==> src/rtl/mavp_pkg.sv <==
// shared constants, status codes, extra-byte rom and crc step for the mavlink v1 parser
// no dependencies
package mavp_pkg;

  localparam int unsigned ROM_SIZE       = 100;
  localparam int unsigned KNOWN_ID_COUNT = 100;

  localparam logic [15:0] CRC_INIT   = 16'hFFFF;
  localparam logic [7:0]  START_INIT = 8'hFE;

  localparam logic [1:0] STATUS_OK      = 2'd0;
  localparam logic [1:0] STATUS_CRC_BAD = 2'd1;
  localparam logic [1:0] STATUS_UNKNOWN = 2'd2;

  localparam logic [7:0] EXTRA_ROM [ROM_SIZE] = '{
    8'd50,  8'd124, 8'd137, 8'd0,   8'd237, 8'd217, 8'd104, 8'd119, 8'd0,   8'd0,
    8'd0,   8'd89,  8'd0,   8'd0,   8'd0,   8'd0,   8'd0,   8'd0,   8'd0,   8'd0,
    8'd214, 8'd159, 8'd220, 8'd168, 8'd24,  8'd23,  8'd170, 8'd144, 8'd67,  8'd115,
    8'd39,  8'd246, 8'd185, 8'd104, 8'd237, 8'd244, 8'd222, 8'd212, 8'd9,   8'd254,
    8'd230, 8'd28,  8'd28,  8'd132, 8'd221, 8'd232, 8'd11,  8'd153, 8'd41,  8'd39,
    8'd78,  8'd196, 8'd0,   8'd0,   8'd15,  8'd3,   8'd0,   8'd0,   8'd0,   8'd0,
    8'd167, 8'd183, 8'd119, 8'd191, 8'd118, 8'd148, 8'd21,  8'd0,   8'd243, 8'd124,
    8'd0,   8'd0,   8'd38,  8'd20,  8'd158, 8'd152, 8'd143, 8'd0,   8'd0,   8'd0,
    8'd0,   8'd0,   8'd0,   8'd0,   8'd0,   8'd0,   8'd0,   8'd0,   8'd0,   8'd0,
    8'd0,   8'd0,   8'd0,   8'd0,   8'd0,   8'd0,   8'd0,   8'd0,   8'd0,   8'd0
  };

  function automatic logic [7:0] extra_byte(input logic [7:0] msgid);
    logic [7:0] r;
    r = 8'd0;
    if ({1'b0, msgid} < 9'(ROM_SIZE)) begin
      r = EXTRA_ROM[msgid[6:0]];
    end
    return r;
  endfunction

  // mcrf4xx byte update
  function automatic logic [15:0] crc_step(input logic [15:0] c, input logic [7:0] d);
    logic [7:0] t;
    t = d ^ c[7:0];
    t = t ^ {t[3:0], 4'b0000};
    return {8'h00, c[15:8]} ^ {t, 8'h00} ^ {5'b00000, t, 3'b000} ^ {12'h000, t[7:4]};
  endfunction

endpackage

==> src/rtl/mavlink_v1_frame_parser.sv <==
// mavlink v1 frame parser: start hunt, header capture, payload streaming, crc and message id check
// depends on mavp_pkg
//
// channel  dir  beat contents
// s_*      in   tdata[7:0] rx_byte
// m_*      out  tuser payload_strobe, tlast frame_done, tdata header/payload fields
// cfg      in   start_byte_we / start_byte_wdata, written at once
//
// one beat per cycle while the output is not stalled; each input beat yields one output beat in the next cycle
// the crc byte update and position compare are combinational, in front of the output register
// a stalled output register holds the input back until the beat is taken
// rst is synchronous: hunting for start, crc at ffff, start byte fe
module mavlink_v1_frame_parser
  import mavp_pkg::*;
#(
  parameter int unsigned KNOWN_IDS = KNOWN_ID_COUNT
) (
  input  logic        clk,
  input  logic        rst,
  input  logic        start_byte_we,
  input  logic [7:0]  start_byte_wdata,
  input  logic        s_tvalid,
  output logic        s_tready,
  input  logic [7:0]  s_tdata,   // rx_byte
  output logic        m_tvalid,
  input  logic        m_tready,
  output logic [63:0] m_tdata,   // payload_byte, payload_index, frame_ok, frame_status,
                                 // frame_length, frame_seq, frame_sysid, frame_compid,
                                 // frame_msgid, zero fill
  output logic        m_tuser,   // payload_strobe
  output logic        m_tlast    // frame_done
);

  localparam logic [8:0] ID_LIMIT = 9'(KNOWN_IDS);

  logic [7:0]  start_byte;
  logic [8:0]  byte_position, byte_position_next;
  logic [7:0]  hdr_length, hdr_length_next;
  logic [7:0]  hdr_seq, hdr_seq_next;
  logic [7:0]  hdr_sysid, hdr_sysid_next;
  logic [7:0]  hdr_compid, hdr_compid_next;
  logic [7:0]  hdr_msgid, hdr_msgid_next;
  logic [15:0] running_crc, running_crc_next;
  logic [7:0]  checksum_low, checksum_low_next;

  logic        o_strobe, o_done, o_ok;
  logic [7:0]  o_byte, o_index, o_len, o_seq, o_sys, o_comp, o_msg;
  logic [1:0]  o_status;

  logic        out_valid;
  logic [63:0] out_data;
  logic        out_user, out_last;

  logic        in_take;
  logic [8:0]  pay_end;
  logic [15:0] crc_fin;

  assign s_tready = !out_valid || m_tready;
  assign in_take  = s_tvalid && s_tready;
  assign pay_end  = 9'd6 + {1'b0, hdr_length};
  assign crc_fin  = crc_step(running_crc, extra_byte(hdr_msgid));

  always_comb begin
    byte_position_next = byte_position;
    hdr_length_next    = hdr_length;
    hdr_seq_next       = hdr_seq;
    hdr_sysid_next     = hdr_sysid;
    hdr_compid_next    = hdr_compid;
    hdr_msgid_next     = hdr_msgid;
    running_crc_next   = running_crc;
    checksum_low_next  = checksum_low;
    o_strobe = 1'b0;
    o_byte   = 8'd0;
    o_index  = 8'd0;
    o_done   = 1'b0;
    o_ok     = 1'b0;
    o_status = STATUS_OK;
    o_len    = 8'd0;
    o_seq    = 8'd0;
    o_sys    = 8'd0;
    o_comp   = 8'd0;
    o_msg    = 8'd0;
    if (byte_position == 9'd0) begin
      if (s_tdata == start_byte) begin
        byte_position_next = 9'd1;
        running_crc_next   = CRC_INIT;
      end
    end else if (byte_position <= 9'd5) begin
      case (byte_position)
        9'd1:    hdr_length_next = s_tdata;
        9'd2:    hdr_seq_next    = s_tdata;
        9'd3:    hdr_sysid_next  = s_tdata;
        9'd4:    hdr_compid_next = s_tdata;
        default: hdr_msgid_next  = s_tdata;
      endcase
      running_crc_next   = crc_step(running_crc, s_tdata);
      byte_position_next = byte_position + 9'd1;
    end else if (byte_position < pay_end) begin
      running_crc_next   = crc_step(running_crc, s_tdata);
      o_strobe           = 1'b1;
      o_byte             = s_tdata;
      o_index            = 8'(byte_position - 9'd6);
      byte_position_next = byte_position + 9'd1;
    end else if (byte_position == pay_end) begin
      checksum_low_next  = s_tdata;
      byte_position_next = byte_position + 9'd1;
    end else begin
      if ({1'b0, hdr_msgid} >= ID_LIMIT) begin
        o_status = STATUS_UNKNOWN;
      end else if (crc_fin != {s_tdata, checksum_low}) begin
        o_status = STATUS_CRC_BAD;
      end
      o_done             = 1'b1;
      o_ok               = (o_status == STATUS_OK);
      o_len              = hdr_length;
      o_seq              = hdr_seq;
      o_sys              = hdr_sysid;
      o_comp             = hdr_compid;
      o_msg              = hdr_msgid;
      byte_position_next = 9'd0;
      running_crc_next   = CRC_INIT;
    end
  end

  always_ff @(posedge clk) begin
    if (rst) begin
      start_byte    <= START_INIT;
      byte_position <= 9'd0;
      hdr_length    <= 8'd0;
      hdr_seq       <= 8'd0;
      hdr_sysid     <= 8'd0;
      hdr_compid    <= 8'd0;
      hdr_msgid     <= 8'd0;
      running_crc   <= CRC_INIT;
      checksum_low  <= 8'd0;
      out_valid     <= 1'b0;
    end else begin
      if (start_byte_we) begin
        start_byte <= start_byte_wdata;
      end
      if (in_take) begin
        byte_position <= byte_position_next;
        hdr_length    <= hdr_length_next;
        hdr_seq       <= hdr_seq_next;
        hdr_sysid     <= hdr_sysid_next;
        hdr_compid    <= hdr_compid_next;
        hdr_msgid     <= hdr_msgid_next;
        running_crc   <= running_crc_next;
        checksum_low  <= checksum_low_next;
        out_valid     <= 1'b1;
      end else if (m_tready) begin
        out_valid <= 1'b0;
      end
    end
  end

  // result register payload
  always_ff @(posedge clk) begin
    if (in_take) begin
      out_data <= {5'd0, o_msg, o_comp, o_sys, o_seq, o_len, o_status, o_ok, o_index, o_byte};
      out_user <= o_strobe;
      out_last <= o_done;
    end
  end

  assign m_tvalid = out_valid;
  assign m_tdata  = out_data;
  assign m_tuser  = out_user;
  assign m_tlast  = out_last;

`ifndef ASSERT_OFF
  a_pos_range: assert property (@(posedge clk) disable iff (rst)
    byte_position <= 9'd262)
    else $error("byte position beyond longest frame");

  a_strobe_not_end: assert property (@(posedge clk) disable iff (rst)
    m_tvalid |-> !(m_tuser && m_tlast))
    else $error("payload beat marked as frame end");

  a_ok_status: assert property (@(posedge clk) disable iff (rst)
    (m_tvalid && m_tdata[16]) |-> (m_tlast && m_tdata[18:17] == STATUS_OK))
    else $error("frame ok without clean frame end");

  a_hunt_stays: assert property (@(posedge clk) disable iff (rst)
    (in_take && byte_position == 9'd0 && s_tdata != start_byte) |=>
      (byte_position == 9'd0 && !m_tuser && !m_tlast))
    else $error("left start hunt on a non-start byte");
`endif

endmodule

==> config.mk <==
export PLATFORM = sky130hd
export DESIGN_NAME = mavlink_v1_frame_parser
export DESIGN_NICKNAME = d
export VERILOG_FILES = /design/src/rtl/mavp_pkg.sv /design/src/rtl/mavlink_v1_frame_parser.sv
export SDC_FILE = /design/constraint.sdc
export NUM_CORES = 1
export LEC_CHECK = 0
export BUFFER_PORTS_ARGS = -buffer_cell sky130_fd_sc_hd__buf_2
export CAP_MARGIN = 20
export CORE_ASPECT_RATIO = 0.6
export CORE_MARGIN = 2
export CORE_UTILIZATION = 59
export DETAILED_ROUTE_END_ITERATION = 6
export HOLD_SLACK_MARGIN = 0.15
export PLACE_DENSITY = 0.8
export SYNTH_ARGS = -nofsm -noshare
export SYNTH_HDL_FRONTEND = slang
export SYNTH_SLANG_ARGS = --single-unit
==> constraint.sdc <==
create_clock -name clk -period 4.4 [get_ports clk]
set_input_delay 0.88 -clock clk [delete_from_list [all_inputs] [get_ports clk]]
set_output_delay 0.88 -clock clk [all_outputs]
set_load 0.02 [all_outputs]
==> results.md, run 1 <==
- Maximum clock rate: 269.6 MHz
- Clock sink total: 143
- RSZ-0062 raised after global routing: false
- Adder-Cell Fraction of Synth Area: 4.377%
- Final-layout fill cell count: 988
- First-pass GRT wire length: 33310 um
- Peak supply drop: 0.2714 mV
- Vias: 6479
- Async SR Flop Fraction: 0%
- Die Ht: 92.60 um
- Largest family of logic cells by synthesized area: simple AND/OR/NAND/NOR gates
- Routed WL: 21490 um
- Unique masters post-synth: 66
- Part of the cycle the worst path needs: 84.29%
- Syn Inst Count: 814
- Clk_skew: 0.009451 ns
- Initial antenna violation count: 0
- Element type at the critical path start: flip-flop
- Placed Area: 8187 um2
- Power Total: 2.958 mW
- Worst Path Max Fanout: 26
- Synth Warn #: 0
- Critical Path End Type: flip-flop
- CTS Root Cell: clkbuf_16
- Post-DP HPWL: 15170 um
- Relative slew slack: 36.37%
- Vias in the first global route: 6085
- Resized Gates After CTS: 0
- H-tree Lvls: 4
- First-pass detailed-route iteration total: 5
- Critical path class: reg2reg
- Worst skew pair latency: 0.42 ns
- Hold_buf cts: 0
- Hold Crit Class: reg2reg
- Antenna viol nets, final: 0
- Synthesized cell area: 7719 um2
- Post-route DRC: 0
- GR Overflow Total: 0
- Mean Syn Cell Area: 9.482 um2
- I/O pins: 89
- Synth-to-layout area growth: 13.23%
- Top FF cell, synth: dfxtp_1
- Nets@finish: 927
- RePlAce Congestion: 1.048
- Power density over the cells: 338.5 nW/um2
- Setup TNS: 0 ns
- Clk buf depth: 2
- Design Area, Final: 8740 um2
- Initial DRC count: 784
- TritonCTS Buffers: 17
- Buffers on Ports: 83
- EDFF count, synth: 61
- Post-Synth XOR/XNOR Area: 8.478%
- Layout cell share with drive strength beyond 1: 16.37%
- Final Util: 68.21%
- Diode count: 0
- Drt via density: 6.101
- Sequential fraction of the synthesis area: 45.00%
- Post-synthesis simple-gate area fraction: 18.66%
- Final Critical Period: 3.709 ns
- Compound-Gate Fraction of Synth Area: 13.91%
- Wirelength per Cell: 20.23 um
- Synth Register Bits: 143
- Max_cap viols: 0
- Die W: 151.7 um
- Slew Viols, Final: 0
- CORE AREA: 12810 um2
- Most common cell after layout, fill and taps aside: nand2_1
- Post-CTS setup buffer count: 0
- Tightest Pin Transition: 0.9471 ns
- Initial Util: 60.24%
- Outcome: complete, no violations
- Fraction of synthesized area in multiplexers: 4.944%
- # setup viols final: 0
- Num rows: 32
- Hold Vio Cnt, Final: 0
- Worst Path Required: 4.56 ns
- CP Data Arrival Time: 3.87 ns
- Static Leak: 3.430 nW
- TritonCTS clock tree: built
- Die footprint: 14040 um2
- Pin count of the biggest net entering global routing: 58
- Clock Pin Slew Worst Setup and Hold Paths: 0.06 ns
- Total GRT Usage: 31.53%
- Most frequent cells in the layout: nand2_1 (86), buf_2 (83), dfxtp_1 (82), nor2_1 (70), a21oi_1 (68)
stage by stage:
step	hold WS [ns]	std cells	setup slack, ns
floorplan	0.4273	818	0.5183
global placement	0.4353	1030	0.7869
detailed placement	0.4391	1030	0.8029
CTS	0.4480	1062	0.7831
global route	0.4748	1062	0.4482
finish	0.4487	1062	0.6911
metal layers:
layer / vias up / global-route usage [%] / part of all wire [%]
li1: 2945 / - / -
met1: 3093 / 48.35 / 45
met2: 397 / 42.61 / 40
met3: 44 / 9.261 / 13
met4: 0 / 8.951 / 1.9
met5: - / 0 / 0
worst paths after layout:
check,start,to,slack [ns],cells past startpoint
setup / recovery,hdr_msgid[2],m_tdata[17],0.69,10
hold / removal,hdr_seq[3],hdr_seq[3],0.45,2
hold reg to reg,hdr_seq[3],hdr_seq[3],0.45,2
setup reg to reg,hdr_msgid[2],m_tdata[17],0.69,10
state kept, by name (all words and copies together), names as in the netlist:
signal         flops
m_tlast            1
hdr_sysid          8
hdr_compid         8
byte_position      9
start_byte         8
hdr_seq            8
hdr_length         8
hdr_msgid          8
m_tuser            1
m_tvalid           1
running_crc       16
checksum_low       8
m_tdata           59
Yosys cell counts, types with 5 or more instances:
cell type,instances,area share (%)
o21ai_0,25,1.6
o211ai_1,5,0.49
and3_1,8,0.65
mux2i_1,37,4.8
xnor2_1,50,5.7
buf_6,5,0.73
inv_1,16,0.78
nand2b_1,10,0.81
buf_2,10,0.65
nor2_1,70,3.4
buf_4,7,0.68
xor2_1,21,2.4
nand3_1,10,0.65
nand4_1,7,0.57
nand3b_1,6,0.58
clkbuf_1,31,1.5
ha_1,27,4.4
edfxtp_1,61,24
nor2b_1,11,0.89
dfxtp_1,82,21
and2_1,57,4.6
nand2_1,86,4.2
a211oi_1,9,0.88
nor3_1,13,0.84
a21oi_1,68,4.4
kinds of logic after synthesis:
kind of cell / after synthesis
other: 1
DFF: 143
buffers and inverters: 74
adders and majority gates: 27
muxes: 38
AOI/OAI and AO/OA: 164
and+or+nand+nor: 294
xor gates and xnor gates: 73
power breakdown:
group          leakage (nW)  internal (mW)  switching, mW  total (mW)
registers              1.28           1.41         0.0116        1.42
logic                  1.88         0.0566          0.133       0.189
clock network         0.270          0.743          0.603        1.35
total                  3.43           2.21          0.748        2.96
worst max-delay path: stages, from the launching register on:
cell	delay, ns
dfxtp_1	0.92
buf_4	0.36
nand2b_1	0.12
a2111oi_0	0.55
nor3_1	0.10
a221oi_1	0.31
xnor2_1	0.23
nor3b_1	0.28
o211ai_1	0.13
a2111oi_2	0.32
a21oi_1	0.11
cell type report:
type                            instances  area [um2]  share of cell area (%)
Clock buffer                           18       429.2                   4.911
Clock inverter                         14       123.9                   1.417
Inverter                               19       71.32                  0.8160
Multi-Input combinational cell        601        3909                   44.72
Sequential cell                       143        3473                   39.74
Tap cell                              170       212.7                   2.434
Timing Repair Buffer                   97       520.5                   5.956
Power figures use the tool's default switching activity.
==> inputs of run 2 (changes only) <==
--- a/config.mk
+++ b/config.mk
@@ -9,10 +9,10 @@
 export CAP_MARGIN = 20
 export CORE_ASPECT_RATIO = 0.6
 export CORE_MARGIN = 2
-export CORE_UTILIZATION = 59
+export CORE_UTILIZATION = 53
 export DETAILED_ROUTE_END_ITERATION = 6
 export HOLD_SLACK_MARGIN = 0.15
-export PLACE_DENSITY = 0.8
+export PLACE_DENSITY = 0.76
 export SYNTH_ARGS = -nofsm -noshare
 export SYNTH_HDL_FRONTEND = slang
 export SYNTH_SLANG_ARGS = --single-unit
==> constraint.sdc (replaced) <==
create_clock -name clk -period 3.3 [get_ports clk]
set_input_delay 0.66 -clock clk [delete_from_list [all_inputs] [get_ports clk]]
set_output_delay 0.66 -clock clk [all_outputs]
set_load 0.02 [all_outputs]
==> results.md, run 2 (synthesis results as in run 1) <==
- Outcome: complete, no violations
- Post-DP HPWL: 14740 um
- Tightest Pin Transition: 0.8014 ns
- Peak supply drop: 0.3194 mV
- Layout cell share with drive strength beyond 1: 21.03%
- Initial antenna violation count: 1
- Critical Path End Type: flip-flop
- Antenna viol nets, final: 0
- Die Ht: 97.48 um
- Routed WL: 20650 um
- TritonCTS Buffers: 17
- Post-CTS setup buffer count: 0
- Clk buf depth: 2
- Hold Worst Slack: 0.4465 ns
- Crit-path cells: buf_4 -> ha_1 -> buf_4 -> inv_1 -> a2111oi_1 -> nor3_1 -> a221oi_2 -> xnor2_1 -> nor3b_1 -> o211ai_1 -> a2111oi_4 -> a21oi_1
- Nets@finish: 967
- Static Leak: 3.649 nW
- Sequential power share: 47.1%
- Hold_buf cts: 0
- First-pass GRT wire length: 32980 um
- TritonCTS clock tree: built
- Die footprint: 15580 um2
- Clock Pin Slew Worst Setup and Hold Paths: 0.06 ns
- Critical path class: reg2reg
- Placement Setup Slack: 0.1065 ns
- First-pass detailed-route iteration total: 5
- Post-route DRC: 0
- Relative slew slack: 46.57%
- Part of the cycle the worst path needs: 98.49%
- Inst Count DP: 1098
- Max incr delay on CP: 0.53 ns
- Hold Crit Class: reg2reg
- Critical path's most frequent cell: buf_4
- Drt via density: 5.652
- Diode count: 0
- Worst Path Max Fanout: 11
- Vias: 6387
- Initial DRC count: 655
- Pin count of the biggest net entering global routing: 63
- Total GRT Usage: 27.20%
- Num rows: 34
- Buffers on Ports: 83
- Die W: 159.8 um
- Resized Gates After CTS: 0
- Clock sink total: 143
- P_int: 2.975 mW
- Synth-to-layout area growth: 19.50%
- Worst R2R Setup Slack: 0.05 ns
- Worst Min Path Start: hdr_sysid[4]
- Power density over the cells: 436.8 nW/um2
- Crit path launch: hdr_msgid[1]
- Worst skew pair latency: 0.42 ns
- Vias in the first global route: 5950
- GR Overflow Total: 0
- Slew Viols, Final: 0
- RePlAce Congestion: 1.081
- Wirelength per Cell: 18.27 um
- Initial Util: 53.68%
- Sw Share: 26.16%
- Final worst slack: 0.04999 ns
- Clk_skew: 0.009519 ns
- Max_cap viols: 0
- CTS Root Cell: clkbuf_16
- Max reg flops: 59
- I/O pins: 89
- NetSw: 1.054 mW
- Setup TNS: 0 ns
- Clk pwr share: 46.6%
- CP Data Arrival Time: 3.41 ns
- Worst Path Required: 3.46 ns
- Most frequent cells in the layout: nand2_1 (86), buf_2 (83), dfxtp_1 (80), nor2_1 (70), a21oi_1 (68)
- Element type at the critical path start: flip-flop
- Final-layout fill cell count: 1205
- Logic pwr share: 6.3%
- Final Critical Period: 3.250 ns
- Maximum clock rate: 307.7 MHz
- Hold Vio Cnt, Final: 0
- Non-filler cells, final: 1130
- Most common cell after layout, fill and taps aside: nand2_1
- H-tree Lvls: 4
- CORE AREA: 14380 um2
- CP max stage cell: a2111oi_1
- # setup viols final: 0
- RR Startpoint: hdr_msgid[1]
==> run 2: cell types whose count changed in the layout (fill, tap and decap cells not counted), sizes merged <==
cell / delta
clkinvlp: +1
buf: +40
clkinv: +2
inv: -2
clkbuf: -1
==> run 2: final timing paths <==
| check | endpoint | depth (start not counted) |
|---|---|---|
| worst max-delay path | m_tdata[17] | 12 |
| worst min-delay path | hdr_sysid[4] | 2 |
| worst max register to register | m_tdata[17] | 12 |
| worst min register to register | hdr_sysid[4] | 2 |
==> run 2: power by group through the flow <==
stage / Clock, mW / Sequential (mW) / Combinational [mW]
6_report: 1.88 / 1.90 / 0.254
2_1_floorplan: 0 / 1.98 / 0.120
4_1_cts: 1.89 / 1.90 / 0.253
3_5_place_dp: 0 / 1.94 / 0.251
3_3_place_gp: 0 / 1.94 / 0.247
5_1_grt: 1.97 / 1.90 / 0.272
==> run 2: layout make-up <==
class                      instances  area (um2)  share of cell area, %
timing repair buffer             137       870.8                  9.441
tap                              198       247.7                  2.686
sequential                       143        3476                  37.68
inverter                          19       75.07                 0.8139
multi-input combinational        601        3963                  42.96
clock inverter                    15       166.4                  1.804
clock buffer                      17       425.4                  4.612
==> run 2: critical path: cells and delay by family, from the launching register on <==
kind,cells,cell delay [ns]
compound gates,5,1.38
buf+inv,3,0.46
flops,1,0.40
simple gates,2,0.38
fa+ha+maj,1,0.18
xor+xnor,1,0.18
==> run 2: routing by layer <==
layer / GRT usage (%) / wire [um]
met5: 0 / 0
met4: 7.346 / 267
met3: 8.664 / 2579
met2: 35.13 / 7975
met1: 42.65 / 9824
==> run 2: stage by stage <==
step                      instance area, um2  total power, mW  utilization [%]
after floorplan                         7740            2.099                -
after global placement                  8576            2.183            59.64
after detailed placement                8576            2.187            59.64
after CTS                               9168            4.040            63.76
after global routing                    9224            4.143            64.15
final                                   9224            4.029            64.15
==> inputs of run 3 (changes only) <==
--- a/config.mk
+++ b/config.mk
@@ -12,7 +12,7 @@
 export CORE_UTILIZATION = 53
 export DETAILED_ROUTE_END_ITERATION = 6
 export HOLD_SLACK_MARGIN = 0.15
-export PLACE_DENSITY = 0.76
+export PLACE_DENSITY_LB_ADDON = 0.12
 export SYNTH_ARGS = -nofsm -noshare
 export SYNTH_HDL_FRONTEND = slang
 export SYNTH_SLANG_ARGS = --single-unit
==> results.md, run 3 (synthesis results as in run 1) <==
- First-pass GRT wire length: 34430 um
- Post-route DRC: 0
- Layout cell share with drive strength beyond 1: 21.24%
- Outcome: complete, no violations
- Die Ht: 97.48 um
- Initial DRC count: 693
- TritonCTS clock tree: built
- WL met3: 2374 um
- Max reg flops: 59
- Die footprint: 15580 um2
- Power density over the cells: 433.2 nW/um2
- Hold Crit Class: reg2reg
- Tightest Pin Transition: 0.6576 ns
- Final-layout fill cell count: 1188
- Most frequent cells in the layout: nand2_1 (86), buf_2 (83), dfxtp_1 (80), nor2_1 (70), a21oi_1 (68)
- Slew Viols, Final: 0
- Static Leak: 3.670 nW
- Num rows: 34
- Buffers on Ports: 83
- Vias: 6409
- First-pass detailed-route iteration total: 5
- # setup viols final: 0
- Clk_skew: 0.01260 ns
- Max_cap viols: 0
- Final Util: 64.19%
- Final Critical Period: 3.204 ns
- Resized Gates After CTS: 0
- CP Data Arrival Time: 3.36 ns
- Total GRT Usage: 28.60%
- Pin count of the biggest net entering global routing: 46
- RePlAce Congestion: 0.9622
- Top sig layer: met4
- Initial Util: 53.68%
- Met1 WL: 11050 um
- Wirelength per Cell: 19.16 um
- Worst Path Required: 3.45 ns
- Routed WL: 21750 um
- Drt via density: 5.647
- Inst Count DP: 1103
- Clock Pin Slew Worst Setup and Hold Paths: 0.07 ns
- CTS Root Cell: clkbuf_16
- Post-DP HPWL: 15800 um
- I/O pins: 89
- H-tree Lvls: 4
- Die W: 159.8 um
- GR Overflow Total: 0
- Multi-input logic area: 3964 um2
- Clock sink total: 143
- Relative slew slack: 56.10%
- Peak supply drop: 0.3197 mV
- Initial antenna violation count: 0
- Clk buf depth: 2
- Worst skew pair latency: 0.42 ns
- Synth-to-layout area growth: 19.58%
- Reg area: 3476 um2
- Hold_buf cts: 0
- Post-CTS setup buffer count: 0
- Vias in the first global route: 6123
- Placed Area: 8601 um2
- Nets@finish: 972
- Part of the cycle the worst path needs: 97.10%
- CORE AREA: 14380 um2
- Non-filler cells, final: 1135
- Maximum clock rate: 312.1 MHz
- Antenna viol nets, final: 0
- Worst Path Max Fanout: 8
- Power Total: 3.999 mW
- TritonCTS Buffers: 17
- Critical path class: reg2reg
- Most common cell after layout, fill and taps aside: nand2_1
- Critical Path End Type: flip-flop
- Hold Worst Slack: 0.4523 ns
- Hold Vio Cnt, Final: 0
- Diode count: 0
- WL met2: 8148 um
- Element type at the critical path start: flip-flop
- Design Area, Final: 9230 um2
[run 3: critical path: stages, from the launching register on]
cell and delay [ns]:
dfxtp_2 0.35, inv_2 0.16, ha_2 0.36, nand2b_1 0.12, o211ai_1 0.10, a211o_1 0.29, a221o_1 0.31, xnor2_1 0.15
or4_1 0.54, a2111oi_4 0.42, a21oi_1 0.13
[run 3: final cells by class]
cell class | count | area share (%)
flip-flops and latches | 143 | 37.66
multi-input cells | 601 | 42.94
clock buffers | 18 | 4.650
repair buffers | 142 | 9.706
clock inverters | 14 | 1.545
well taps | 198 | 2.684
inverters | 19 | 0.8133
[run 3: through the flow]
step | setup slack, ns | TNS [ns]
2_1_floorplan | 0.009754 | 0
3_3_place_gp | 0.08564 | 0
3_5_place_dp | 0.04461 | 0
4_1_cts | 0.02073 | 0
5_1_grt | -0.05967 | -0.05967
6_report | 0.09563 | 0
[run 3: layer usage]
layer | vias up | GRT usage (%)
met4 | 0 | 5.544
met3 | 20 | 8.067
met1 | 3006 | 46.04
met2 | 341 | 37.43
li1 | 3042 | -
met5 | - | 0
[run 3: path summary, 6_finish.rpt]
| kind | slack, ns | endpoint | from | depth (start not counted) |
|---|---|---|---|---|
| max | 0.1 | m_tdata[17] | hdr_msgid[0] | 10 |
| min | 0.45 | hdr_sysid[7] | hdr_sysid[7] | 2 |
| max reg2reg | 0.1 | m_tdata[17] | hdr_msgid[0] | 10 |
| min reg2reg | 0.45 | hdr_sysid[7] | hdr_sysid[7] | 2 |
[run 3: power by group]
| group | leakage, nW | switching, mW | internal, mW |
|---|---|---|---|
| sequential | 1.28 | 0.0154 | 1.88 |
| combinational | 2.11 | 0.176 | 0.0816 |
| clock | 0.282 | 0.839 | 1.01 |
| total | 3.67 | 1.03 | 2.97 |
